<file path="src/sv/random_attitude_generator_macros.svh">
// Assertion macros shared by the random attitude generator RTL.
// Included by the modules that carry concurrent assertions; uses clk_i and rst_ni.
`ifndef RANDOM_ATTITUDE_GENERATOR_MACROS_SVH
`define RANDOM_ATTITUDE_GENERATOR_MACROS_SVH

`ifndef NO_ASSERTIONS
// Property must hold at every clock edge outside reset.
`define RAG_ASSERT(label, prop, msg) \
  label: assert property (@(posedge clk_i) disable iff (!rst_ni) prop) else $error(msg);
// Condition must never be true at a clock edge outside reset.
`define RAG_ASSERT_NEVER(label, cond, msg) \
  label: assert property (@(posedge clk_i) disable iff (!rst_ni) !(cond)) else $error(msg);
`else
`define RAG_ASSERT(label, prop, msg)
`define RAG_ASSERT_NEVER(label, cond, msg)
`endif

`endif

</file>
<file path="src/sv/rag_pkg.sv">
// Shared types, constants and elaboration-time tables of the random attitude generator.
// Used by rag_mul, rag_sqrt, rag_cordic and random_attitude_generator; depends on nothing.
package rag_pkg;

  // Fixed-point formats.
  localparam int QF             = 60;
  localparam int UNIT_FRAC_BITS = 30;
  localparam int UNIT_SHIFT     = QF - UNIT_FRAC_BITS;

  // CORDIC length and iteration counter width.
  localparam int CORDIC_STEPS = 32;
  localparam int CORDIC_CNT_W = $clog2(CORDIC_STEPS);

  // Square root: one result bit per step.
  localparam int SQRT_STEPS = 61;

  // Generator words that the first six draws after reseeding can touch.
  localparam int SEED_LAST  = 161;
  localparam int LOW_WORDS  = 7;
  localparam int HI_FIRST   = 156;
  localparam int KEEP_WORDS = LOW_WORDS + SEED_LAST - HI_FIRST + 1;
  localparam int DRAWS      = 6;

  localparam logic [63:0] SEED_MUL    = 64'h5851_F42D_4C95_7F2D;
  localparam logic [63:0] TWIST_XOR   = 64'hB502_6F5A_A966_19E9;
  localparam logic [63:0] UPPER_MASK  = 64'hFFFF_FFFF_8000_0000;
  localparam logic [63:0] LOWER_MASK  = 64'h0000_0000_7FFF_FFFF;
  localparam logic [63:0] ONE_Q60     = 64'h1000_0000_0000_0000;
  localparam logic [63:0] PI_Q60      = 64'h3243_F6A8_885A_308D;
  localparam logic [63:0] HALF_PI_Q60 = 64'h1921_FB54_442D_1846;
  localparam logic [63:0] THREE_Q60   = 64'h3000_0000_0000_0000;
  localparam logic [63:0] K_START     = (64'd3 << 60) / 64'd5;

  // Configuration register indexes.
  localparam int          CFG_IDX_W     = 8;
  localparam logic [CFG_IDX_W-1:0] REG_MIN_SPEED = 8'd0;
  localparam logic [CFG_IDX_W-1:0] REG_MAX_SPEED = 8'd1;

  typedef enum logic [2:0] {
    ST_IDLE,
    ST_SEED_ISSUE,
    ST_SEED_WAIT,
    ST_DRAW,
    ST_OP_ISSUE,
    ST_OP_WAIT,
    ST_FINISH
  } rag_state_e;

  // Operation sequence after the draws.
  typedef enum logic [4:0] {
    OP_SPEED,
    OP_SQRT_R1,
    OP_SQRT_R2,
    OP_Z1,
    OP_CORD1,
    OP_Z2,
    OP_CORD2,
    OP_ZA,
    OP_CORDA,
    OP_QW,
    OP_QX,
    OP_QY,
    OP_QZ,
    OP_VV,
    OP_RAD,
    OP_PX,
    OP_RX,
    OP_PY,
    OP_RY,
    OP_RZ
  } rag_op_e;

  typedef enum logic [1:0] {
    UNIT_MUL,
    UNIT_SQRT,
    UNIT_CORDIC
  } rag_unit_e;

  typedef struct packed {
    logic        start;
    logic [63:0] a;
    logic [63:0] b;
  } rag_mul_req_t;

  typedef logic [63:0] rag_tab_t [64];

  // Magnitude of a two's complement word.
  function automatic logic [63:0] mag64(logic [63:0] v);
    return v[63] ? (64'd0 - v) : v;
  endfunction

  // floor(2^n / d) by restoring long division, for table building only.
  function automatic logic [63:0] pow2_div(int n, int d);
    logic [63:0] q;
    logic [63:0] rem;
    q   = '0;
    rem = '0;
    for (int b = 63; b >= 0; b--) begin
      rem = {rem[62:0], (b == n)};
      if (rem >= 64'(d)) begin
        rem  = rem - 64'(d);
        q[b] = 1'b1;
      end
    end
    return q;
  endfunction

  // floor(a * b / 2^60), low 64 bits.
  function automatic logic [63:0] umulq(logic [63:0] a, logic [63:0] b);
    logic [127:0] p;
    p = {64'd0, a} * {64'd0, b};
    return p[123:60];
  endfunction

  // Arctangent table: pi/4, then the alternating series for atan(2^-i).
  function automatic rag_tab_t build_atan();
    rag_tab_t    tab;
    logic [63:0] sum;
    logic [63:0] term;
    tab[0] = PI_Q60 >> 2;
    for (int i = 1; i < 64; i++) begin
      sum = '0;
      for (int k = 0; i * (2 * k + 1) <= QF; k++) begin
        term = pow2_div(QF - i * (2 * k + 1), 2 * k + 1);
        sum  = (k % 2 == 1) ? sum - term : sum + term;
      end
      tab[i] = sum;
    end
    return tab;
  endfunction

  // Inverse CORDIC gain by Newton iteration on the gain product.
  function automatic logic [63:0] build_cordic_k();
    logic [63:0] p;
    logic [63:0] y;
    logic [63:0] t;
    p = ONE_Q60;
    for (int i = 0; i < CORDIC_STEPS && 2 * i < 64; i++) begin
      p = p + (p >> (2 * i));
    end
    y = K_START;
    for (int i = 0; i < 8; i++) begin
      t = umulq(p, umulq(y, y));
      y = umulq(y, THREE_Q60 - t) >> 1;
    end
    return y;
  endfunction

  localparam rag_tab_t    ATAN_TAB = build_atan();
  localparam logic [63:0] CORDIC_K = build_cordic_k();

  // One word of the generator's twist.
  function automatic logic [63:0] twist_word(logic [63:0] cur, logic [63:0] nxt,
                                             logic [63:0] mid);
    logic [63:0] x;
    logic [63:0] xa;
    x  = (cur & UPPER_MASK) | (nxt & LOWER_MASK);
    xa = {1'b0, x[63:1]} ^ (x[0] ? TWIST_XOR : 64'd0);
    return mid ^ xa;
  endfunction

  // Output tempering; returns the top 53 bits.
  function automatic logic [52:0] temper(logic [63:0] w);
    logic [63:0] y;
    y = w;
    y = y ^ ((y >> 29) & 64'h5555_5555_5555_5555);
    y = y ^ ((y << 17) & 64'h71D6_7FFF_EDA6_0000);
    y = y ^ ((y << 37) & 64'hFFF7_EEE0_0000_0000);
    y = y ^ (y >> 43);
    return y[63:11];
  endfunction

endpackage

</file>
<file path="src/sv/rag_mul.sv">
// Shared 64x64 unsigned multiplier built from one 32x32 multiplier, taking four partial products in turn.
// Depends on rag_pkg for the request struct.
module rag_mul (
  input  logic                  clk_i,
  input  logic                  rst_ni,
  input  rag_pkg::rag_mul_req_t req_i,
  output logic                  done_o,
  output logic [127:0]          prod_o
);

  localparam logic [2:0] PARTS = 3'd4;

  logic [63:0]  a_q, b_q;
  logic [63:0]  pp_q;
  logic [1:0]   psh_q;
  logic [127:0] acc_q;
  logic [2:0]   cnt_q;
  logic         busy_q, pv_q, done_q;
  logic [31:0]  a_part, b_part;
  logic [127:0] pp_shifted;

  // Partial product order: a0*b0, a0*b1, a1*b0, a1*b1.
  assign a_part = cnt_q[1] ? a_q[63:32] : a_q[31:0];
  assign b_part = cnt_q[0] ? b_q[63:32] : b_q[31:0];

  // Align the registered partial product to its weight.
  always_comb begin
    case (psh_q)
      2'd0:    pp_shifted = {64'd0, pp_q};
      2'd3:    pp_shifted = {pp_q, 64'd0};
      default: pp_shifted = {32'd0, pp_q, 32'd0};
    endcase
  end

  // Control.
  always_ff @(posedge clk_i or negedge rst_ni) begin
    if (!rst_ni) begin
      busy_q <= 1'b0;
      pv_q   <= 1'b0;
      cnt_q  <= '0;
      done_q <= 1'b0;
    end else if (req_i.start) begin
      busy_q <= 1'b1;
      pv_q   <= 1'b0;
      cnt_q  <= '0;
      done_q <= 1'b0;
    end else if (busy_q) begin
      if (cnt_q != PARTS) begin
        cnt_q <= cnt_q + 3'd1;
        pv_q  <= 1'b1;
      end else begin
        pv_q <= 1'b0;
      end
      done_q <= pv_q && (cnt_q == PARTS);
      if (pv_q && (cnt_q == PARTS)) begin
        busy_q <= 1'b0;
      end
    end else begin
      done_q <= 1'b0;
    end
  end

  // Operands, partial product and accumulator.
  always_ff @(posedge clk_i) begin
    if (req_i.start) begin
      a_q   <= req_i.a;
      b_q   <= req_i.b;
      acc_q <= '0;
    end else begin
      if (busy_q && (cnt_q != PARTS)) begin
        pp_q  <= {32'd0, a_part} * {32'd0, b_part};
        psh_q <= cnt_q[1:0];
      end
      if (pv_q) begin
        acc_q <= acc_q + pp_shifted;
      end
    end
  end

  assign done_o = done_q;
  assign prod_o = acc_q;

endmodule

</file>
<file path="config.mk">
export PLATFORM = sky130hd
export DESIGN_NAME = rag_mul
export DESIGN_NICKNAME = d
export VERILOG_FILES = /design/src/sv/random_attitude_generator_macros.svh /design/src/sv/rag_pkg.sv /design/src/sv/rag_mul.sv
export SDC_FILE = /design/constraint.sdc
export NUM_CORES = 2
export LEC_CHECK = 0
export BUFFER_PORTS_ARGS = -buffer_cell sky130_fd_sc_hd__buf_4
export CAP_MARGIN = 10
export CORE_ASPECT_RATIO = 1.2
export CORE_UTILIZATION = 55
export CTS_BUF_LIST = sky130_fd_sc_hd__clkbuf_16
export DETAILED_ROUTE_END_ITERATION = 12
export PLACE_DENSITY = 0.77
export SYNTH_ARGS = -nofsm -noshare
export SYNTH_HDL_FRONTEND = slang
export SYNTH_SLANG_ARGS = --single-unit
</file>
<file path="constraint.sdc">
create_clock -name clk_i -period 8.05 [get_ports clk_i]
set_input_delay 1.61 -clock clk_i [delete_from_list [all_inputs] [get_ports clk_i]]
set_output_delay 1.61 -clock clk_i [all_outputs]
set_load 0.005 [all_outputs]
</file>
# --- Yosys cells after proc, flatten, opt, wreduce, memory -nomap -nowiden ---
# Index checks and enable logic that the tools add are counted.
word_totals:
  register_bits: 328
  elab_cells: 37
op_classes:
  add_sub_neg: 2
  reduce_logical: 7
  multipliers: 1
  n_mux: 14
  bitwise: 1
  eq_ne: 3
ops:
  columns: ["cell", "n"]
  rows:
  - ["$pmux W128 S2", 1]
  - ["$add A128 B128 Y128", 1]
  - ["$mul A32 B32 Y64", 1]
  - ["$mux W32", 2]
  - ["$mux W3", 3]
  - ["$mux W1", 8]
  - ["$reduce_and A2 Y1", 2]
  - ["$reduce_bool A2 Y1", 2]
  - ["$add A3 B1 Y3 const B", 1]
  - ["$eq A3 B3 Y1 const B", 1]
  - ["$ne A3 B3 Y1 const B", 1]
  - ["$eq A2 B2 Y1 const B", 1]
  - ["$logic_and A1 B1 Y1", 2]
  - ["$logic_not A2 Y1", 1]
  - ["$not A1 Y1", 1]

# --- Depth between registers and ports, before layout ---
logic_depth:
  word_depth: 5
  mapped_depth: 32

# --- Worst setup path before layout ---
# OpenSTA, ideal clock, no wires.
synth_path:
  path_kind: "register to register"
  startpoint: "register cnt_q[1]"
  endpoint: "register pp_q[60] (data pin)"
  t_arrival_ns: 8.512
  required_ns: 7.789
  setup_slack_ns: -0.723
  n_path_buf: 4
  synth_period_minus_slack_ns: 8.773
  path_stages_with_launch: 30
  path_cell_list: "dfrtp_1 > clkbuf_1 > buf_1 > mux2i_1 > clkbuf_1 > nor2_1 > fa_1 > fa_1 > inv_1 > fa_1 > fa_1 > inv_1 > fa_1 > fa_1 > fa_1 > inv_1 > fa_1 > inv_1 > ha_1 > clkbuf_1 > and3_1 > a22oi_1 > nand3_1 > a31o_2 > a221o_1 > a31oi_2 > o21ai_2 > a31oi_1 > nor3_1 > a311o_1"
synth_between:
  elab_chain_cells: 2
synth_lines:
  columns: ["element", "line_no", "rtl"]
  rows:
  - ["from (decl)", "rag_mul.sv:17", "logic [2:0] cnt_q;"]
  - ["from (signal assigned)", "rag_mul.sv:49", "cnt_q <= cnt_q + 3'd1;"]
  - ["$mux W32", "rag_mul.sv:23", "assign a_part = cnt_q[1] ? a_q[63:32] : a_q[31:0];"]
  - ["$mul A32 B32 Y64", "rag_mul.sv:71", "pp_q <= {32'd0, a_part} * {32'd0, b_part};"]
  - ["to (signal assigned)", "rag_mul.sv:71", null]
  - ["to (decl)", "rag_mul.sv:14", "logic [63:0] pp_q;"]
# Every way passes these cells.
# A chain may end at the register's enable or synchronous reset.

# --- Worst setup path in the final report ---
layout_path:
  startpoint: "register cnt_q[1]"
  endpoint: "register pp_q[62] (data pin)"
# Same word-level chain as after synthesis.

==> flow_metrics.tcl <==
set metrics [dict create \
    seq_area_um2 8550 \
    start_kind "flip-flop" \
    wire_per_inst_um 25.5 \
    synth_area_um2 53800 \
    vias 48100 \
    place_congestion 1.11 \
    drtAntennaViolNets 0 \
    ys_warn_count 0 \
    grt_max_degree 78 \
    hold_class "flip-flop to flip-flop" \
    min_period_ps 8280 \
    setup.worst_path.class "flip-flop to flip-flop" \
    fmax_ghz 0.121 \
    syn_nets 7519 \
    synth_cell_types 95 \
    clk_latency_ps 620 \
    clock-sinks 328 \
    final_common_cell "inv_1" \
    avgSynthCellArea_um2 8.82 \
    dp_slack_ps -429 \
    async_flop_share 0.0183 \
    finalHoldViolCount 0 \
    drtIter0Drc 4595 \
    dpl-instance-area_um2 61400 \
    clock_skew_ps 33.2 \
    path_clk_slew_ps 60 \
    die_x_um 287 \
    cts_max_path_buffers 3 \
    die_area_um2 99000 \
    pin_count 260 \
    status "finished, violations left" \
    drc 0 \
    path_common_cell "fa_1" \
    slowest_stage "dfrtp_4" \
    fillers 7733 \
    antenna_found_initial 8 \
    drt-total-wl_um 204000 \
    dr.pass1.iters 6 \
    worstPathArrival_ps 8640 \
    hpwl_um 170000 \
    synthCells 6097 \
    final_net_count 8137 \
    slew-limit-headroom 0.251 \
    postCtsHoldBufs 0 \
    drive_gt1_frac 0.183 \
    final_cell_mix "940 x inv_1, 873 x fa_1, 797 x nor2_1, 750 x nand2_1, 745 x buf_4" \
    grt_pass1_vias 48900 \
    setup_viol 15 \
    cts_made_buffers 39 \
    rows 125 \
    setup_ws_ps -233 \
    grt_pass1_wl_um 297000 \
    initial_utilization 0.555 \
    viasPerCell 6.00 \
    syn_to_final_growth_pct 20.0 \
    cts_tree "done" \
    htree_levels 2 \
    violations "setup timing" \
    grt-ovfl-total 0 \
    grt_usage 0.407 \
    port-buffer-count 259 \
    end_kind "flip-flop" \
    rsz0062_at_grt "true" \
    synthFlopType "edfxtp_1" \
    multi_input_area_um2 41600 \
    synth-edff-count 194 \
    required_ps 8410 \
    fin_crit_sh 1.03 \
    slowest_delay_ps 580 \
    core_um2 96800 \
    clock-root-buffer "clkbuf_16" \
    die_y_um 344 \
    seq_area_frac_synth 0.159 \
    cap_violations 0 \
    synth_seq_cells 328 \
    maxSlewViolCount 0 \
    tightest_slew_ps 1120 \
    fin_area_um2 64500 \
    crit_fanout 8 \
]
[metal layers]
layer	routed length, um	vias to the layer above	global-route usage
met1	70900	23400	0.476
met4	20100	6	0.318
met2	94200	2961	0.662
li1	-	20800	-
met5	39	-	0
met3	19200	900	0.0772
[kinds of logic (layout without fill, tap and decap cells)]
kind of cell	Yosys count	after routing	synth area share
compound gates	932	932	0.112
xor+xnor	143	143	0.0233
fa+ha+maj	1291	1291	0.426
buf+inv	1253	1899	0.0882
flops	328	328	0.159
mux	182	182	0.0354
other cells	0	5	0
simple gates	1968	1968	0.156
[metrics by stage]
stage               hold slack [ps]  utilization  std cells  setup TNS, ps
floorplan                       461            -       6097              0
global placement                466        0.635       7881          -1970
detailed placement              474        0.635       7881          -4340
CTS                             483        0.651       7962           -609
global route                    501        0.666       8017          -5540
finish                          480        0.666       8018          -1730
[cells in the mapped netlist (all sizes together), types with 28 or more instances]
master  number  area share
o21a        30      0.0042
dfxtp      128       0.048
inv        948       0.066
xor2        62       0.010
nor2       816       0.057
ha         394       0.092
and2        75      0.0087
a22o        35      0.0057
a21o       106       0.015
mux2i      117       0.022
nand4       89       0.010
fa         897        0.33
clkbuf     256       0.018
nor3        35      0.0035
buf         48      0.0040
xnor2       81       0.013
a21oi      290       0.027
nand2      755       0.053
o211ai      28      0.0039
edfxtp     194        0.11
o21bai      47      0.0066
o21ai      229       0.021
nand3       48      0.0047
mux2        65       0.014
[worst paths after layout]
check	from	endpoint	slack [ps]	cells after the start
max	cnt_q[1]	pp_q[62]	-230	28
min	prod_o[96]	prod_o[96]	480	2
max reg2reg	cnt_q[1]	pp_q[62]	-230	28
min reg2reg	prod_o[96]	prod_o[96]	480	2
max in group asynchronous	rst_ni	cnt_q[0]	6970	1
min in group asynchronous	rst_ni	done_o	850	1
[state kept, by name, indices dropped and copies added, names as in the netlist]
signal and flops:
psh_q 2, pp_q 64, b_q 64, pv_q 1
done_o 1, cnt_q 3, a_q 64, busy_q 1
prod_o 128
[critical path, delay by kind of cell, from the launching register on]
family	cells	cell delay [ps]
compound gates	7	1550
xor+xnor	1	70
fa+ha+maj	9	4220
buf+inv	7	910
flops	1	580
mux	1	420
simple gates	3	280
[area by class of cell]
class                           instances  area share
Antenna cell                            5    0.000194
Clock buffer                           39      0.0151
Clock inverter                         30     0.00464
Inverter                              949      0.0552
Multi-Input combinational cell       4516       0.644
Sequential cell                       328       0.133
Tap cell                             1270      0.0246
Timing Repair Buffer                  881       0.123
[timing repair]
| action | CTS | global route |
|---|---|---|
| pin swaps | 5 | 77 |
| gates resized for setup | 47 | 188 |
| buffers inserted | 12 | 45 |
| cloned | 0 | 8 |
| endpoints found under the setup margin | 25 | 31 |
Power is left out: the tool's default activity adds up to more than one toggle a clock period on the data nets, which glitch-free logic cannot reach.
