$ cat src/sv/random_attitude_generator_macros.svh
// Assertion macros shared by the random attitude generator RTL.
// Included by the modules that carry concurrent assertions; uses clk_i and rst_ni.
`ifndef RANDOM_ATTITUDE_GENERATOR_MACROS_SVH
`define RANDOM_ATTITUDE_GENERATOR_MACROS_SVH

`ifndef NO_ASSERTIONS
// Property must hold at every clock edge outside reset.
`define RAG_ASSERT(label, prop, msg) \
  label: assert property (@(posedge clk_i) disable iff (!rst_ni) prop) else $error(msg);
// Condition must never be true at a clock edge outside reset.
`define RAG_ASSERT_NEVER(label, cond, msg) \
  label: assert property (@(posedge clk_i) disable iff (!rst_ni) !(cond)) else $error(msg);
`else
`define RAG_ASSERT(label, prop, msg)
`define RAG_ASSERT_NEVER(label, cond, msg)
`endif

`endif

$ cat src/sv/rag_pkg.sv
// Shared types, constants and elaboration-time tables of the random attitude generator.
// Used by rag_mul, rag_sqrt, rag_cordic and random_attitude_generator; depends on nothing.
package rag_pkg;

  // Fixed-point formats.
  localparam int QF             = 60;
  localparam int UNIT_FRAC_BITS = 30;
  localparam int UNIT_SHIFT     = QF - UNIT_FRAC_BITS;

  // CORDIC length and iteration counter width.
  localparam int CORDIC_STEPS = 32;
  localparam int CORDIC_CNT_W = $clog2(CORDIC_STEPS);

  // Square root: one result bit per step.
  localparam int SQRT_STEPS = 61;

  // Generator words that the first six draws after reseeding can touch.
  localparam int SEED_LAST  = 161;
  localparam int LOW_WORDS  = 7;
  localparam int HI_FIRST   = 156;
  localparam int KEEP_WORDS = LOW_WORDS + SEED_LAST - HI_FIRST + 1;
  localparam int DRAWS      = 6;

  localparam logic [63:0] SEED_MUL    = 64'h5851_F42D_4C95_7F2D;
  localparam logic [63:0] TWIST_XOR   = 64'hB502_6F5A_A966_19E9;
  localparam logic [63:0] UPPER_MASK  = 64'hFFFF_FFFF_8000_0000;
  localparam logic [63:0] LOWER_MASK  = 64'h0000_0000_7FFF_FFFF;
  localparam logic [63:0] ONE_Q60     = 64'h1000_0000_0000_0000;
  localparam logic [63:0] PI_Q60      = 64'h3243_F6A8_885A_308D;
  localparam logic [63:0] HALF_PI_Q60 = 64'h1921_FB54_442D_1846;
  localparam logic [63:0] THREE_Q60   = 64'h3000_0000_0000_0000;
  localparam logic [63:0] K_START     = (64'd3 << 60) / 64'd5;

  // Configuration register indexes.
  localparam int          CFG_IDX_W     = 8;
  localparam logic [CFG_IDX_W-1:0] REG_MIN_SPEED = 8'd0;
  localparam logic [CFG_IDX_W-1:0] REG_MAX_SPEED = 8'd1;

  typedef enum logic [2:0] {
    ST_IDLE,
    ST_SEED_ISSUE,
    ST_SEED_WAIT,
    ST_DRAW,
    ST_OP_ISSUE,
    ST_OP_WAIT,
    ST_FINISH
  } rag_state_e;

  // Operation sequence after the draws.
  typedef enum logic [4:0] {
    OP_SPEED,
    OP_SQRT_R1,
    OP_SQRT_R2,
    OP_Z1,
    OP_CORD1,
    OP_Z2,
    OP_CORD2,
    OP_ZA,
    OP_CORDA,
    OP_QW,
    OP_QX,
    OP_QY,
    OP_QZ,
    OP_VV,
    OP_RAD,
    OP_PX,
    OP_RX,
    OP_PY,
    OP_RY,
    OP_RZ
  } rag_op_e;

  typedef enum logic [1:0] {
    UNIT_MUL,
    UNIT_SQRT,
    UNIT_CORDIC
  } rag_unit_e;

  typedef struct packed {
    logic        start;
    logic [63:0] a;
    logic [63:0] b;
  } rag_mul_req_t;

  typedef logic [63:0] rag_tab_t [64];

  // Magnitude of a two's complement word.
  function automatic logic [63:0] mag64(logic [63:0] v);
    return v[63] ? (64'd0 - v) : v;
  endfunction

  // floor(2^n / d) by restoring long division, for table building only.
  function automatic logic [63:0] pow2_div(int n, int d);
    logic [63:0] q;
    logic [63:0] rem;
    q   = '0;
    rem = '0;
    for (int b = 63; b >= 0; b--) begin
      rem = {rem[62:0], (b == n)};
      if (rem >= 64'(d)) begin
        rem  = rem - 64'(d);
        q[b] = 1'b1;
      end
    end
    return q;
  endfunction

  // floor(a * b / 2^60), low 64 bits.
  function automatic logic [63:0] umulq(logic [63:0] a, logic [63:0] b);
    logic [127:0] p;
    p = {64'd0, a} * {64'd0, b};
    return p[123:60];
  endfunction

  // Arctangent table: pi/4, then the alternating series for atan(2^-i).
  function automatic rag_tab_t build_atan();
    rag_tab_t    tab;
    logic [63:0] sum;
    logic [63:0] term;
    tab[0] = PI_Q60 >> 2;
    for (int i = 1; i < 64; i++) begin
      sum = '0;
      for (int k = 0; i * (2 * k + 1) <= QF; k++) begin
        term = pow2_div(QF - i * (2 * k + 1), 2 * k + 1);
        sum  = (k % 2 == 1) ? sum - term : sum + term;
      end
      tab[i] = sum;
    end
    return tab;
  endfunction

  // Inverse CORDIC gain by Newton iteration on the gain product.
  function automatic logic [63:0] build_cordic_k();
    logic [63:0] p;
    logic [63:0] y;
    logic [63:0] t;
    p = ONE_Q60;
    for (int i = 0; i < CORDIC_STEPS && 2 * i < 64; i++) begin
      p = p + (p >> (2 * i));
    end
    y = K_START;
    for (int i = 0; i < 8; i++) begin
      t = umulq(p, umulq(y, y));
      y = umulq(y, THREE_Q60 - t) >> 1;
    end
    return y;
  endfunction

  localparam rag_tab_t    ATAN_TAB = build_atan();
  localparam logic [63:0] CORDIC_K = build_cordic_k();

  // One word of the generator's twist.
  function automatic logic [63:0] twist_word(logic [63:0] cur, logic [63:0] nxt,
                                             logic [63:0] mid);
    logic [63:0] x;
    logic [63:0] xa;
    x  = (cur & UPPER_MASK) | (nxt & LOWER_MASK);
    xa = {1'b0, x[63:1]} ^ (x[0] ? TWIST_XOR : 64'd0);
    return mid ^ xa;
  endfunction

  // Output tempering; returns the top 53 bits.
  function automatic logic [52:0] temper(logic [63:0] w);
    logic [63:0] y;
    y = w;
    y = y ^ ((y >> 29) & 64'h5555_5555_5555_5555);
    y = y ^ ((y << 17) & 64'h71D6_7FFF_EDA6_0000);
    y = y ^ ((y << 37) & 64'hFFF7_EEE0_0000_0000);
    y = y ^ (y >> 43);
    return y[63:11];
  endfunction

endpackage

$ cat src/sv/rag_sqrt.sv
// Bit-serial square root: floor(sqrt(v * 2^60)) for a Q60 argument clamped to [0, 1].
// Depends on rag_pkg for the format constants.
module rag_sqrt (
  input  logic        clk_i,
  input  logic        rst_ni,
  input  logic        start_i,
  input  logic [63:0] v_i,
  output logic        done_o,
  output logic [63:0] root_o
);

  localparam logic [5:0] LAST = 6'(rag_pkg::SQRT_STEPS - 1);

  logic [121:0] rad_q;
  logic [63:0]  rem_q;
  logic [60:0]  root_q;
  logic [5:0]   cnt_q;
  logic         busy_q, done_q;
  logic [60:0]  v_clamped;
  logic [63:0]  rem_sh, trial;
  logic         ge;

  // Clamp the argument into [0, 1].
  always_comb begin
    if (v_i[63]) begin
      v_clamped = '0;
    end else if (v_i > rag_pkg::ONE_Q60) begin
      v_clamped = rag_pkg::ONE_Q60[60:0];
    end else begin
      v_clamped = v_i[60:0];
    end
  end

  // One restoring step per cycle.
  assign rem_sh = {rem_q[61:0], rad_q[121:120]};
  assign trial  = {1'b0, root_q, 2'b01};
  assign ge     = rem_sh >= trial;

  always_ff @(posedge clk_i or negedge rst_ni) begin
    if (!rst_ni) begin
      busy_q <= 1'b0;
      done_q <= 1'b0;
      cnt_q  <= '0;
    end else if (start_i) begin
      busy_q <= 1'b1;
      done_q <= 1'b0;
      cnt_q  <= '0;
    end else if (busy_q) begin
      cnt_q  <= cnt_q + 6'd1;
      done_q <= (cnt_q == LAST);
      if (cnt_q == LAST) begin
        busy_q <= 1'b0;
      end
    end else begin
      done_q <= 1'b0;
    end
  end

  // The radicand is v * 2^60, consumed two bits per step from the top.
  always_ff @(posedge clk_i) begin
    if (start_i) begin
      rad_q  <= {1'b0, v_clamped, 60'd0};
      rem_q  <= '0;
      root_q <= '0;
    end else if (busy_q) begin
      rad_q  <= {rad_q[119:0], 2'b00};
      rem_q  <= ge ? rem_sh - trial : rem_sh;
      root_q <= {root_q[59:0], ge};
    end
  end

  assign done_o = done_q;
  assign root_o = {3'd0, root_q};

endmodule

$ cat config.mk
export PLATFORM = sky130hd
export DESIGN_NAME = rag_sqrt
export DESIGN_NICKNAME = d
export VERILOG_FILES = /design/src/sv/random_attitude_generator_macros.svh /design/src/sv/rag_pkg.sv /design/src/sv/rag_sqrt.sv
export SDC_FILE = /design/constraint.sdc
export NUM_CORES = 1
export LEC_CHECK = 0
export ABC_AREA = 1
export BUFFER_PORTS_ARGS = -buffer_cell sky130_fd_sc_hd__buf_2
export CAP_MARGIN = 5
export CORE_MARGIN = 5
export CORE_UTILIZATION = 40
export CTS_CLUSTER_SIZE = 20
export DETAILED_ROUTE_END_ITERATION = 6
export GPL_ROUTABILITY_DRIVEN = 0
export PLACE_DENSITY_LB_ADDON = 0.05
export SKIP_LAST_GASP = 1
export SLEW_MARGIN = 20
export SYNTH_ARGS = -nofsm -noshare
export SYNTH_HDL_FRONTEND = slang
export SYNTH_SLANG_ARGS = --single-unit
export TNS_END_PERCENT = 50
$ cat constraint.sdc
create_clock -name clk_i -period 4.9 [get_ports clk_i]
set_clock_uncertainty 0.15 [all_clocks]
set_input_delay 0.245 -clock clk_i [delete_from_list [all_inputs] [get_ports clk_i]]
set_output_delay 0.245 -clock clk_i [all_outputs]
set_load 0.05 [all_outputs]
# --- After elaboration in Yosys (flattened, before gate mapping) ---
# Cells that the tools add are included.
word_totals:
  output_inout_bits: 65
  reg_bits: 193
  word_cells: 25
  in_bits: 67
classes:
  mux: 12
  n_lt_le_gt_ge: 2
  n_addsub: 2
  eq_ne: 1
  n_reduce_logical: 1
op_table:
  columns: ["op", "n"]
  rows:
  - ["$mux W121", 2]
  - ["$mux W61", 2]
  - ["$ge A64 B63 Y1", 1]
  - ["$gt A64 B61 Y1 const B", 1]
  - ["$mux W62", 1]
  - ["$sub A62 B62 Y62", 1]
  - ["$mux W6", 2]
  - ["$add A6 B1 Y6 const B", 1]
  - ["$eq A6 B6 Y1 const B", 1]
  - ["$mux W1", 5]
  - ["$reduce_bool A2 Y1", 1]

# --- Logic depth before layout (Yosys ltp) ---
logic_depth:
  word_depth: 4
  mapped_depth: 19
  mapped_depth_nobuf: 18

# --- Worst setup path after synthesis ---
# Ideal clock, no wire load.
synth_timing:
  path_type: "flip-flop to flip-flop"
  start: "register busy_q"
  end: "register rad_q[100], enable pin"
  t_required_ps: 4301
  setup_time_ps: 449
  setup_slack_ps: 1627
  period_less_slack_ps: 3273
  path_stages_with_launch: 5
  n_path_buf: 2
  t_arrival_ps: 2674
  path_cell_list: "dfrtp_1 -> clkbuf_1 -> nor2_1 -> inv_2 -> clkbuf_1"
synth_between:
  elab_chain_len: 1
synth_rtl:
  columns: ["item", "line", "text"]
  rows:
  - ["start: declaration", "rag_sqrt.sv:18", "logic busy_q, done_q;"]
  - ["start signal: assignment", "rag_sqrt.sv:41", "busy_q <= 1'b0;"]
  - ["start signal: assignment", "rag_sqrt.sv:45", "busy_q <= 1'b1;"]
  - ["start signal: assignment", "rag_sqrt.sv:52", "busy_q <= 1'b0;"]
  - ["$reduce_bool A2 Y1 (no line)", null, null]
  - ["end signal: assignment", "rag_sqrt.sv:62", "rad_q <= {1'b0, v_clamped, 60'd0};"]
  - ["end signal: assignment", "rag_sqrt.sv:66", "rad_q <= {rad_q[119:0], 2'b00};"]
  - ["end: declaration", "rag_sqrt.sv:14", "logic [121:0] rad_q;"]
# Every way passes these cells.
# A chain may end at the register's enable or synchronous reset.

# --- Final worst setup path ---
layout_timing:
  start: "register root_q[46]"
  end: "register rem_q[48]"
layout_between:
  elab_chain_len: 2
  elab_cells_between_ends: 3
  cone_classes: "add/sub (1); order compare (1); mux (1)"
layout_rtl:
  columns: ["item", "line", "text"]
  rows:
  - ["start: declaration", "rag_sqrt.sv:16", "logic [60:0] root_q;"]
  - ["start signal: assignment", "rag_sqrt.sv:68", "root_q <= {root_q[59:0], ge};"]
  - ["$sub A62 B62 Y62 or $ge A64 B63 Y1 (tied branches)", "rag_sqrt.sv:67, rag_sqrt.sv:37", null]
  - ["$mux W62 *", "rag_sqrt.sv:67", "rem_q <= ge ? rem_sh - trial : rem_sh;"]
  - ["end signal: assignment", "rag_sqrt.sv:67", null]
  - ["end: declaration", "rag_sqrt.sv:15", "logic [63:0] rem_q;"]
# Mark *: on every way between the ends. The rest lies on a longest branch, timed or not.

==> out/metrics.yaml <==
outcome: "complete, no violations"
antenna_found_initial: 0
synthFlopType: "dfxtp_1"
vdd_drop_max_mv: 0.347
post-route-drc-count: 0
grt_pass1_vias: 13300
whs_ns: 0.00713
track_usage_pct: 22.9
max-slew-margin-rel_pct: 31.1
cts_sinks: 193
synth_seq_cells: 193
path_class: "reg2reg"
cts_buffer_depth: 2
fin_crit_ns: 3.80
ios: 132
grt-ovfl-total: 0
grt_start_max_net_pins: 86
drive_above_1_share_pct: 9.12
ant_nets: 0
ys_async_sr_fraction_pct: 4.15
layout_common_cells: "nand2_1 (755), inv_1 (438), nor2_1 (150), nand3_1 (148), buf_2 (128)"
core_um2: 34200
postRouteWirelength_mm: 43.9
dieArea_um2: 38200
period_share_pct: 77.6
postSynthAreaPerCell_um2: 6.29
final_core_util_pct: 46.4
start_util_pct: 40.2
synth_seq_area_share_pct: 32.8
required_ns: 5.15
root_buffer: "clkbuf_16"
nNetsFinal: 2466
antenna_cells: 0
ff_latch_area_um2: 4520
clock_latency_ns: 0.46
cap_violations: 0
yosys_warnings: 0
drt_iter0_drc: 814
die_h_um: 195
yosysUniqueCellTypes: 45
multi_input_area_um2: 7240
clk_pin_slew_ns: 0.07
hold_violations: 0
tns_ns: 0
end_kind: "flop"
grt_pass1_wl_mm: 71.3
cts_buffers: 17
tritoncts: "built"
synth_edf_count: 61
cellLeakagePower_nw: 8.66
synth_area_um2: 13700
slew_violations: 0
die_width_um: 195
power_density_nw_per_um2: 632
final_cell_count_no_fill: 2802
rsz0062_at_grt: "false"
vias: 13600
syn_inst: 2187
cts_setup_buffers: 0
port_buffers: 128
via_per_inst: 4.87
row_count: 68
wl_per_cell_um: 15.7
setup_viol: 0
fmax_mhz: 263
final_common_cell: "nand2_1"
cts_max_level: 4
min_path_type: "in2reg"
filler_cell_count: 3720
worst_pin_slew_ns: 1.03
syn_to_final_growth_pct: 15.5
placed_cells: 2714
hpwl_mm: 33.4
cp_max_fo: 56
firstDrtPassIters: 5
arrival_ns: 4.05
startpoint_type: "flop"
==> what timing repair did <==
action,in CTS,in global routing
hold buffers,56,0
endpoints found under the setup margin,0,0
endpoints found under the hold margin,61,0
gates resized for setup,0,0
==> logic make-up after synthesis <==
group	Yosys count	share of synthesized area [%]
other	1	0.0273
and+or+nand+nor	1189	36.7
buffers and inverters	515	14.5
adders and majority gates	65	5.92
AOI/OAI and AO/OA	194	8.04
xor gates and xnor gates	30	1.91
DFF	193	32.8
==> worst max-delay path, stage by stage, from the launching register on <==
cell	delay [ns]
dfxtp_1	0.33
inv_1	0.08
ha_1	0.42
nand2_1	0.17
nor2_2	0.22
nand2_2	0.15
nor4_4	0.34
nand2_4	0.41
nand2_4	0.67
nand2_2	0.28
nor2_1	0.33
nor2_1	0.09
nor2_1	0.08
==> cells in the mapped netlist (8+ instances only) <==
master      n  area [um2]
buf_1       9        33.8
xor2_1     24         210
dfxtp_1   124        2480
o22ai_1    61         382
nand2_1   755        2830
nor2_1    150         563
nand3_1   148         741
inv_1     439        1650
nor2_2     10        62.6
nor3_1     15        75.1
nor4_1     11        68.8
edfxtp_1   61        1830
a21oi_1    65         325
buf_2      10        50.1
clkbuf_1   42         158
ha_1       65         813
or2_1       8        50.1
nand3b_1   10        75.1
o21ai_0    46         230
dfrtp_1     8         200
nand4_1    57         357
==> power by group <==
part / internal [W] / leakage, nW / switching [W] / total (W)
Combinational: 0.00207 / 6.53 / 0.00456 / 0.00663
Clock: 0.000725 / 0.273 / 0.000674 / 0.00140
Sequential: 0.00186 / 1.86 / 0.000155 / 0.00201
Total: 0.00465 / 8.66 / 0.00539 / 0.0100
==> state kept, by name, indices dropped and copies added, names as in the netlist <==
name    cells
done_o      1
rem_q      62
root_q     61
busy_q      1
rad_q      62
cnt_q       6
==> worst paths after layout <==
check                      startpoint          to  slack [ns]  depth (start not counted)
max                        root_q[46]   rem_q[48]        1.10                         12
min                           v_i[30]   rad_q[90]       0.007                          3
max reg2reg                root_q[46]   rem_q[48]        1.10                         12
min reg2reg                rad_q[119]  rad_q[121]        0.31                          2
max in group asynchronous      rst_ni    cnt_q[4]        3.32                          4
min in group asynchronous      rst_ni    cnt_q[3]        0.53                          3
==> cell type report <==
type | instances | share of cell area, %
Clock inverter | 13 | 0.819
Tap cell | 455 | 3.59
Inverter | 445 | 10.5
Sequential cell | 193 | 28.4
Clock buffer | 19 | 2.79
Timing Repair Buffer | 196 | 8.21
Multi-Input combinational cell | 1481 | 45.6
==> through the flow <==
stage               setup WS (ns)  power, W  instance area [um2]
floorplan                    1.63   0.00686                13800
global placement             1.02   0.00857                14700
detailed placement           1.00   0.00857                14700
CTS                         0.981    0.0100                15900
global route                0.744    0.0110                15900
finish                       1.10    0.0100                15900
==> metal layers <==
metal | global-route usage, % | up-vias | wire length, um
met3 | 4.12 | 40 | 1890
met4 | 5.20 | 0 | 751
met5 | 0 | - | 0
met1 | 31.2 | 6198 | 20900
met2 | 38.0 | 292 | 20300
li1 | - | 7111 | -
Note: power is estimated with default switching activity, not from simulation.
