**src/sv/random_attitude_generator_macros.svh**
```systemverilog
// Assertion macros shared by the random attitude generator RTL.
// Included by the modules that carry concurrent assertions; uses clk_i and rst_ni.
`ifndef RANDOM_ATTITUDE_GENERATOR_MACROS_SVH
`define RANDOM_ATTITUDE_GENERATOR_MACROS_SVH

`ifndef NO_ASSERTIONS
// Property must hold at every clock edge outside reset.
`define RAG_ASSERT(label, prop, msg) \
  label: assert property (@(posedge clk_i) disable iff (!rst_ni) prop) else $error(msg);
// Condition must never be true at a clock edge outside reset.
`define RAG_ASSERT_NEVER(label, cond, msg) \
  label: assert property (@(posedge clk_i) disable iff (!rst_ni) !(cond)) else $error(msg);
`else
`define RAG_ASSERT(label, prop, msg)
`define RAG_ASSERT_NEVER(label, cond, msg)
`endif

`endif

```
**src/sv/rag_pkg.sv**
```systemverilog
// Shared types, constants and elaboration-time tables of the random attitude generator.
// Used by rag_mul, rag_sqrt, rag_cordic and random_attitude_generator; depends on nothing.
package rag_pkg;

  // Fixed-point formats.
  localparam int QF             = 60;
  localparam int UNIT_FRAC_BITS = 30;
  localparam int UNIT_SHIFT     = QF - UNIT_FRAC_BITS;

  // CORDIC length and iteration counter width.
  localparam int CORDIC_STEPS = 32;
  localparam int CORDIC_CNT_W = $clog2(CORDIC_STEPS);

  // Square root: one result bit per step.
  localparam int SQRT_STEPS = 61;

  // Generator words that the first six draws after reseeding can touch.
  localparam int SEED_LAST  = 161;
  localparam int LOW_WORDS  = 7;
  localparam int HI_FIRST   = 156;
  localparam int KEEP_WORDS = LOW_WORDS + SEED_LAST - HI_FIRST + 1;
  localparam int DRAWS      = 6;

  localparam logic [63:0] SEED_MUL    = 64'h5851_F42D_4C95_7F2D;
  localparam logic [63:0] TWIST_XOR   = 64'hB502_6F5A_A966_19E9;
  localparam logic [63:0] UPPER_MASK  = 64'hFFFF_FFFF_8000_0000;
  localparam logic [63:0] LOWER_MASK  = 64'h0000_0000_7FFF_FFFF;
  localparam logic [63:0] ONE_Q60     = 64'h1000_0000_0000_0000;
  localparam logic [63:0] PI_Q60      = 64'h3243_F6A8_885A_308D;
  localparam logic [63:0] HALF_PI_Q60 = 64'h1921_FB54_442D_1846;
  localparam logic [63:0] THREE_Q60   = 64'h3000_0000_0000_0000;
  localparam logic [63:0] K_START     = (64'd3 << 60) / 64'd5;

  // Configuration register indexes.
  localparam int          CFG_IDX_W     = 8;
  localparam logic [CFG_IDX_W-1:0] REG_MIN_SPEED = 8'd0;
  localparam logic [CFG_IDX_W-1:0] REG_MAX_SPEED = 8'd1;

  typedef enum logic [2:0] {
    ST_IDLE,
    ST_SEED_ISSUE,
    ST_SEED_WAIT,
    ST_DRAW,
    ST_OP_ISSUE,
    ST_OP_WAIT,
    ST_FINISH
  } rag_state_e;

  // Operation sequence after the draws.
  typedef enum logic [4:0] {
    OP_SPEED,
    OP_SQRT_R1,
    OP_SQRT_R2,
    OP_Z1,
    OP_CORD1,
    OP_Z2,
    OP_CORD2,
    OP_ZA,
    OP_CORDA,
    OP_QW,
    OP_QX,
    OP_QY,
    OP_QZ,
    OP_VV,
    OP_RAD,
    OP_PX,
    OP_RX,
    OP_PY,
    OP_RY,
    OP_RZ
  } rag_op_e;

  typedef enum logic [1:0] {
    UNIT_MUL,
    UNIT_SQRT,
    UNIT_CORDIC
  } rag_unit_e;

  typedef struct packed {
    logic        start;
    logic [63:0] a;
    logic [63:0] b;
  } rag_mul_req_t;

  typedef logic [63:0] rag_tab_t [64];

  // Magnitude of a two's complement word.
  function automatic logic [63:0] mag64(logic [63:0] v);
    return v[63] ? (64'd0 - v) : v;
  endfunction

  // floor(2^n / d) by restoring long division, for table building only.
  function automatic logic [63:0] pow2_div(int n, int d);
    logic [63:0] q;
    logic [63:0] rem;
    q   = '0;
    rem = '0;
    for (int b = 63; b >= 0; b--) begin
      rem = {rem[62:0], (b == n)};
      if (rem >= 64'(d)) begin
        rem  = rem - 64'(d);
        q[b] = 1'b1;
      end
    end
    return q;
  endfunction

  // floor(a * b / 2^60), low 64 bits.
  function automatic logic [63:0] umulq(logic [63:0] a, logic [63:0] b);
    logic [127:0] p;
    p = {64'd0, a} * {64'd0, b};
    return p[123:60];
  endfunction

  // Arctangent table: pi/4, then the alternating series for atan(2^-i).
  function automatic rag_tab_t build_atan();
    rag_tab_t    tab;
    logic [63:0] sum;
    logic [63:0] term;
    tab[0] = PI_Q60 >> 2;
    for (int i = 1; i < 64; i++) begin
      sum = '0;
      for (int k = 0; i * (2 * k + 1) <= QF; k++) begin
        term = pow2_div(QF - i * (2 * k + 1), 2 * k + 1);
        sum  = (k % 2 == 1) ? sum - term : sum + term;
      end
      tab[i] = sum;
    end
    return tab;
  endfunction

  // Inverse CORDIC gain by Newton iteration on the gain product.
  function automatic logic [63:0] build_cordic_k();
    logic [63:0] p;
    logic [63:0] y;
    logic [63:0] t;
    p = ONE_Q60;
    for (int i = 0; i < CORDIC_STEPS && 2 * i < 64; i++) begin
      p = p + (p >> (2 * i));
    end
    y = K_START;
    for (int i = 0; i < 8; i++) begin
      t = umulq(p, umulq(y, y));
      y = umulq(y, THREE_Q60 - t) >> 1;
    end
    return y;
  endfunction

  localparam rag_tab_t    ATAN_TAB = build_atan();
  localparam logic [63:0] CORDIC_K = build_cordic_k();

  // One word of the generator's twist.
  function automatic logic [63:0] twist_word(logic [63:0] cur, logic [63:0] nxt,
                                             logic [63:0] mid);
    logic [63:0] x;
    logic [63:0] xa;
    x  = (cur & UPPER_MASK) | (nxt & LOWER_MASK);
    xa = {1'b0, x[63:1]} ^ (x[0] ? TWIST_XOR : 64'd0);
    return mid ^ xa;
  endfunction

  // Output tempering; returns the top 53 bits.
  function automatic logic [52:0] temper(logic [63:0] w);
    logic [63:0] y;
    y = w;
    y = y ^ ((y >> 29) & 64'h5555_5555_5555_5555);
    y = y ^ ((y << 17) & 64'h71D6_7FFF_EDA6_0000);
    y = y ^ ((y << 37) & 64'hFFF7_EEE0_0000_0000);
    y = y ^ (y >> 43);
    return y[63:11];
  endfunction

endpackage

```
**src/sv/rag_cordic.sv**
```systemverilog
// Rotation-mode CORDIC, one iteration per cycle, with quadrant folding of the result.
// Depends on rag_pkg for the arctangent table, the gain constant and the step count.
module rag_cordic (
  input  logic        clk_i,
  input  logic        rst_ni,
  input  logic        start_i,
  input  logic [63:0] z_i,
  input  logic [1:0]  quad_i,
  output logic        done_o,
  output logic [63:0] cos_o,
  output logic [63:0] sin_o
);

  localparam logic [rag_pkg::CORDIC_CNT_W-1:0] LAST =
    rag_pkg::CORDIC_CNT_W'(rag_pkg::CORDIC_STEPS - 1);

  logic signed [63:0] x_q, y_q, z_q;
  logic signed [63:0] x_sh, y_sh;
  logic [63:0]        ang;
  logic [1:0]         quad_q;
  logic [rag_pkg::CORDIC_CNT_W-1:0] cnt_q;
  logic               busy_q, done_q;

  assign x_sh = x_q >>> cnt_q;
  assign y_sh = y_q >>> cnt_q;
  assign ang  = rag_pkg::ATAN_TAB[6'(cnt_q)];

  always_ff @(posedge clk_i or negedge rst_ni) begin
    if (!rst_ni) begin
      busy_q <= 1'b0;
      done_q <= 1'b0;
      cnt_q  <= '0;
    end else if (start_i) begin
      busy_q <= 1'b1;
      done_q <= 1'b0;
      cnt_q  <= '0;
    end else if (busy_q) begin
      cnt_q  <= cnt_q + 1'b1;
      done_q <= (cnt_q == LAST);
      if (cnt_q == LAST) begin
        busy_q <= 1'b0;
      end
    end else begin
      done_q <= 1'b0;
    end
  end

  // Micro-rotation toward zero residual angle.
  always_ff @(posedge clk_i) begin
    if (start_i) begin
      x_q    <= rag_pkg::CORDIC_K;
      y_q    <= '0;
      z_q    <= z_i;
      quad_q <= quad_i;
    end else if (busy_q) begin
      if (!z_q[63]) begin
        x_q <= x_q - y_sh;
        y_q <= y_q + x_sh;
        z_q <= z_q - ang;
      end else begin
        x_q <= x_q + y_sh;
        y_q <= y_q - x_sh;
        z_q <= z_q + ang;
      end
    end
  end

  // Fold the first-quadrant result into the chosen quadrant.
  always_comb begin
    case (quad_q)
      2'd0: begin
        cos_o = x_q;
        sin_o = y_q;
      end
      2'd1: begin
        cos_o = 64'd0 - y_q;
        sin_o = x_q;
      end
      2'd2: begin
        cos_o = 64'd0 - x_q;
        sin_o = 64'd0 - y_q;
      end
      default: begin
        cos_o = y_q;
        sin_o = 64'd0 - x_q;
      end
    endcase
  end

  assign done_o = done_q;

endmodule

```
**config.mk**
```make
export PLATFORM = sky130hd
export DESIGN_NAME = rag_cordic
export DESIGN_NICKNAME = d
export VERILOG_FILES = /design/src/sv/random_attitude_generator_macros.svh /design/src/sv/rag_pkg.sv /design/src/sv/rag_cordic.sv
export SDC_FILE = /design/constraint.sdc
export NUM_CORES = 2
export LEC_CHECK = 0
export BUFFER_PORTS_ARGS = -buffer_cell sky130_fd_sc_hd__buf_2
export CAP_MARGIN = 15
export CELL_PAD_IN_SITES_DETAIL_PLACEMENT = 1
export CELL_PAD_IN_SITES_GLOBAL_PLACEMENT = 2
export CORE_ASPECT_RATIO = 0.75
export CORE_MARGIN = 10
export CORE_UTILIZATION = 35
export CTS_CLUSTER_DIAMETER = 50
export DETAILED_ROUTE_END_ITERATION = 7
export PLACE_DENSITY_LB_ADDON = 0.25
export SLEW_MARGIN = 40
export SYNTH_ARGS = -nofsm -noshare
export SYNTH_HDL_FRONTEND = slang
export SYNTH_SLANG_ARGS = --single-unit
```
**constraint.sdc**
```tcl
create_clock -name clk_i -period 8.3 [get_ports clk_i]
set_input_delay 2.49 -clock clk_i [delete_from_list [all_inputs] [get_ports clk_i]]
set_output_delay 2.49 -clock clk_i [all_outputs]
set_load 0.01 [all_outputs]
```
# After elaboration in Yosys (flattened, before gate mapping)

Memories as Yosys holds them, arrays and structs flattened.
Index checks and enable logic that the tools add are counted.

Eq/ne operators: 3
Reduce and logical (&&, ||, !) cells: 2
Mux-type cells: 16
$lt $le $gt $ge: 1
Bitwise logic cells: 1
Add/subtract/negate cells: 9
Shift-type cells: 2

Operators with widths:

| kind                                                                   | number |
|---|---|
| 64-bit 2-to-1 mux                                                      | 7 |
| 64-bit case mux with 3 select lines                                    | 2 |
| 64-bit adder                                                           | 3 |
| 64-bit subtractor                                                      | 3 |
| 64-bit by 5-bit >>> shifter with 64-bit output                         | 2 |
| 1-bit by 64-bit subtractor with 64-bit output (first input constant)   | 2 |
| 5-bit 2-to-1 mux                                                       | 2 |
| 7-bit >= comparator (second input constant)                            | 1 |
| 5-bit inverter with 7-bit output                                       | 1 |
| 5-bit by 1-bit adder with 5-bit output (second input constant)         | 1 |
| 5-bit equality test (second input constant)                            | 1 |
| 1-bit 2-to-1 mux                                                       | 5 |
| 2-bit by 1-bit equality test with 1-bit output (second input constant) | 1 |
| 2-bit equality test (second input constant)                            | 1 |
| 2-bit logical NOT                                                      | 1 |
| 2-bit nonzero test                                                     | 1 |

Memories kept: 1
Memory bits (read-only): 4096
Output and inout port bits: 129
Word-level logic and storage cells: 42
Register bits after elaboration: 201

Memory list:

| memory           | words | bits a word | read ports | clocked after Yosys merged registers in | wr ports | line             | source |
|---|---|---|---|---|---|---|---|
| (name not given) | 64    | 64          | 1          | 0                                       | 0        | rag_cordic.sv:26 | `assign ang = rag_pkg::ATAN_TAB[6'(cnt_q)];` |

# Depth between registers and ports, before layout

Depth after elaboration: 8
Mapped depth: 37

# Worst setup path before layout

Ideal clock, no wire load.

Kind: register to register
From: register cnt_q[0] in the netlist's numbering
To: register z_q[63] (data pin)
Library setup time: 0.257 ns
Arrival time: 7.920 ns
Stages on the path, launching flop included: 33
Period minus slack after synthesis: 8.177 ns
Buffers on the path: 9
Slack: 0.123 ns
Cell sequence: dfrtp_1 > buf_4 > inv_2 > buf_2 > buf_2 > buf_1 > buf_2 > buf_1 > clkbuf_1 > ha_1 > clkbuf_1 > mux2_2 > o211ai_1 > o21ai_0 > and3_1 > and4bb_2 > nand3_1 > nor2_1 > nor2_1 > xor2_1 > ha_1 > clkbuf_1 > nand2_1 > o21ai_0 > a211oi_1 > o31ai_1 > o2111ai_1 > a2111o_1 > a21oi_1 > a31oi_1 > o31ai_1 > nand4_1 > a32o_1

Cells in the longest elaborated chain, start to end: 8
Elaborated cells between the ends (all ways): 9

Ends and longest elaborated chain:

| element                                                  | line                               | source |
|---|---|---|
| start, declared                                          | rag_cordic.sv:21                   | `logic [rag_pkg::CORDIC_CNT_W-1:0] cnt_q;` |
| start signal, assigned                                   | rag_cordic.sv:38                   | `cnt_q <= cnt_q + 1'b1;` |
| 5-bit inverter with 7-bit output (not written as such) * | rag_cordic.sv:26                   |  |
| memory read 64 x 64 bit *                                | --                                 |  |
| 64-bit 2-to-1 mux (not written as such) * (2 in series)  | rag_cordic.sv:26                   |  |
| 64-bit subtractor / 64-bit adder (equally long branches) | rag_cordic.sv:59, rag_cordic.sv:63 |  |
| 64-bit 2-to-1 mux *                                      | rag_cordic.sv:56                   | `if (!z_q[63]) begin` |
| 64-bit 2-to-1 mux *                                      | rag_cordic.sv:55                   | `end else if (busy_q) begin` |
| 64-bit 2-to-1 mux *                                      | rag_cordic.sv:50                   | `if (start_i) begin` |
| end signal, assigned                                     | rag_cordic.sv:53                   | `z_q <= z_i;` |
| end signal, assigned                                     | rag_cordic.sv:59                   | `z_q <= z_q - ang;` |
| end signal, assigned                                     | rag_cordic.sv:63                   | `z_q <= z_q + ang;` |
| end, declared                                            | rag_cordic.sv:17                   | `logic signed [63:0] x_q, y_q, z_q;` |

Every way passes the cells marked *; elsewhere a longest branch is shown, timed or not. The select of a mux whose other input is x is not followed.
A chain may end at the register's enable or synchronous reset.

# Final worst setup path

From: register y_q[1]
To: output port sin_o[54]

Cells in the longest elaborated chain, start to end: 2

Ends and longest elaborated chain:

| element                                       | line             | source |
|---|---|---|
| start, declared                               | rag_cordic.sv:17 |  |
| start signal, assigned                        | rag_cordic.sv:58 | `y_q <= y_q + x_sh;` |
| start signal, assigned                        | rag_cordic.sv:62 | `y_q <= y_q - x_sh;` |
| 1-bit by 64-bit subtractor with 64-bit output | rag_cordic.sv:81 | `sin_o = 64'd0 - y_q;` |
| 64-bit case mux with 3 select lines           | rag_cordic.sv:70 | `case (quad_q)` |
| end, declared                                 | rag_cordic.sv:11 | `output logic [63:0] sin_o` |

No other way between the ends.

==> impl_metrics.yaml <==
run_status:
  status: "complete, no violations"
final_layout:
  fillers: 13298
  num-nets-final: 5463
  utilization_pct: 40.0
  area_growth_pct: 13.7
  drive_above_1_share_pct: 17.8
  multiInputGateArea_um2: 31600
  regArea_um2: 4750
synthesis:
  syn_inst: 5080
  yosysSeqAreaShare_pct: 12.3
  synth_top_area_cell: "mux4_2"
  syn_area_um2: 38400
  synthFlopType: "dfxtp_1"
  syn-num-nets: 5370
  synth_top_area_share_pct: 10.2
  synth_seq_cells: 201
  synth-edff-count: 66
  async_flop_share_pct: 3.48
  yosys_warnings: 0
  synth.most_common_cell: "nor2_1"
  yosysUniqueCellTypes: 99
  avgSynthCellArea_um2: 7.55
  synth_commonest_cells: "nor2_1, nand2_1, a21oi_1, o21ai_0, xnor2_1"
  synthTopCellsByArea: "mux4_2, xnor2_1, ha_1"
clock_network:
  clock_latency_ps: 620
  cts_buffer_depth: 3
  cts_root_buf: "clkbuf_16"
  h-tree-depth: 2
  cts_buffers: 47
  clk_pin_slew_ps: 50
  cts_tree: "built"
  cts.sinks: 201
global_routing:
  grt_max_degree: 179
  antenna_found_initial: 11
  overflow: 0
  grt_pass1_vias: 40460
  globalRouteTotalUtil_pct: 30.5
  grt_pass1_wl_um: 288000
placement:
  portBuffers: 197
  gp_congestion: 1.01
  dp_hpwl_um: 156000
sta:
  drv_slew: 0
  fin_crit_ps: 7940
  worst_pin_slew_ps: 1010
  rsz0062_at_grt: "false"
  slew_headroom_pct: 32.7
  timing.fmax_mhz: 126
  setup_tns_ps: 0
  finalHoldViolCount: 0
  fin_crit_sh_pct: 95.7
  fin_worst_skew_ps: 20.3
  setup_viol: 0
detailed_routing:
  dr.pass1.iters: 6
  drc_errors: 0
  ant_nets: 0
  drt_iter0_drc: 4881
  vias_per_cell: 6.38
  avgRoutedWirePerCell_um: 29.9
  finalWirelength_um: 199000
  vias: 42497
setup_path:
  cp.required_ps: 5810
  slowest_delay_ps: 600
  worstSetupEndpointType: "output port"
  path_class: "flop to output port"
  critPathLaunchType: "flop"
  reg2reg_from: "cnt_q[2]"
  arrival_ps: 5450
  path_cells: "inv_1, ha_1, or3b_2, or4_1, nand2b_1, inv_1, nand3_1, buf_4, nor3_1, nand2_1, or3_1, nor3_1, xnor2_1, mux4_2, buf_2"
  startpoint: "y_q[1]"
  critPathMaxFanout: 8
  slowest_stage: "or4_1"
die:
  fp.dieW_um: 402
  core_um2: 109000
  io_pins: 198
  core.rowCount: 105
  start_util_pct: 35.2
  die_area_um2: 123000
  die_h_um: 307
job:
  maxCapViolCount: 0
power:
  ir_worst_vdd_v: 0.000346
  power.leakage_nw: 18.3
  power_density_nw_per_um2: 573
worst_hold_path:
  hold_path.startpoint: "y_q[0]"
  hp-class: "flop to flop"
## repair_timing
action	in CTS	in global routing
gates resized for setup	0	6
hold buffers	0	0
setup buffers	0	2
endpoints found under the setup margin	0	13
## final cells by class
cell class	instances	area share [%]
clock inverters	37	1.08
inverters	92	0.806
multi-input cells	4342	72.4
well taps	1444	4.14
repair buffers	489	7.83
flip-flops and latches	201	10.9
clock buffers	51	2.83
diodes	1	0.00574
## state kept, by name (all words and copies together), names as in the netlist
name	count
done_o	1
x_q	64
cnt_q	5
y_q	64
busy_q	1
z_q	64
quad_q	2
## cells by family after synthesis
family	after synthesis	synth area share [%]
AND/OR/NAND/NOR	1602	19.7
adder cells (fa/ha/maj)	221	7.27
flip-flops	201	12.3
multiplexers	466	18.1
buffers and inverters	537	5.67
XOR/XNOR	528	12.1
AO/OA/AOI/OAI	1525	24.8
## stage by stage
stage               power, mW  cells  setup slack (ps)  instance area, um2  hold slack, ps
floorplan                15.6   5080               123               38400             486
global placement         22.0   6561               218               41700             596
detailed placement       22.2   6564               240               41800             599
CTS                      24.5   6652               166               43500             604
global route             26.9   6656              6.99               43600             621
finish                   25.0   6657               359               43600             598
## layer usage
| layer | global-route usage, % | up-vias | share of wire, % |
|---|---|---|---|
| met4 | 6.36 | 8 | 2.3 |
| met1 | 47.4 | 21284 | 48 |
| met3 | 8.12 | 279 | 11 |
| li1 | - | 18877 | - |
| met5 | 0 | - | 0.028 |
| met2 | 40.9 | 2049 | 39 |
## layout by cell type, fill, tap and decap left out, types with 60 or more instances in the layout
cell,n
ha_1,218
o21ai_0,382
nor3_1,86
nand3_1,73
a31oi_1,60
inv_1,87
dfxtp_1,124
nand2_1,488
buf_4,272
mux2i_1,194
xnor2_1,332
buf_2,197
nand2b_1,73
mux2_2,91
a21o_1,134
a21oi_1,475
nor2_1,506
mux4_2,174
edfxtp_1,66
xor2_1,192
nor2b_1,63
## critical path: cells and delay by family (launching register included)
| kind | cells | cell delay [ps] |
|---|---|---|
| AND/OR/NAND/NOR | 8 | 2710 |
| buffers and inverters | 4 | 800 |
| multiplexers | 1 | 560 |
| flip-flops | 1 | 430 |
| adder cells (fa/ha/maj) | 1 | 180 |
| XOR/XNOR | 1 | 150 |
## where the power goes
| group | switching, mW | total, mW | internal (mW) |
|---|---|---|---|
| logic | 11.8 | 20.0 | 8.24 |
| registers | 1.29 | 2.88 | 1.60 |
| clock network | 0.753 | 2.09 | 1.34 |
## path summary, 6_finish.rpt
kind | end | slack [ps] | cells after the start
setup / recovery | sin_o[54] | 360 | 15
hold / removal | y_q[0] | 600 | 2
setup reg to reg | x_q[63] | 450 | 27
hold reg to reg | y_q[0] | 600 | 2
max in group asynchronous | cnt_q[1] | 6250 | 1
min in group asynchronous | cnt_q[2] | 1760 | 1
(Power assumes the default switching activity.)
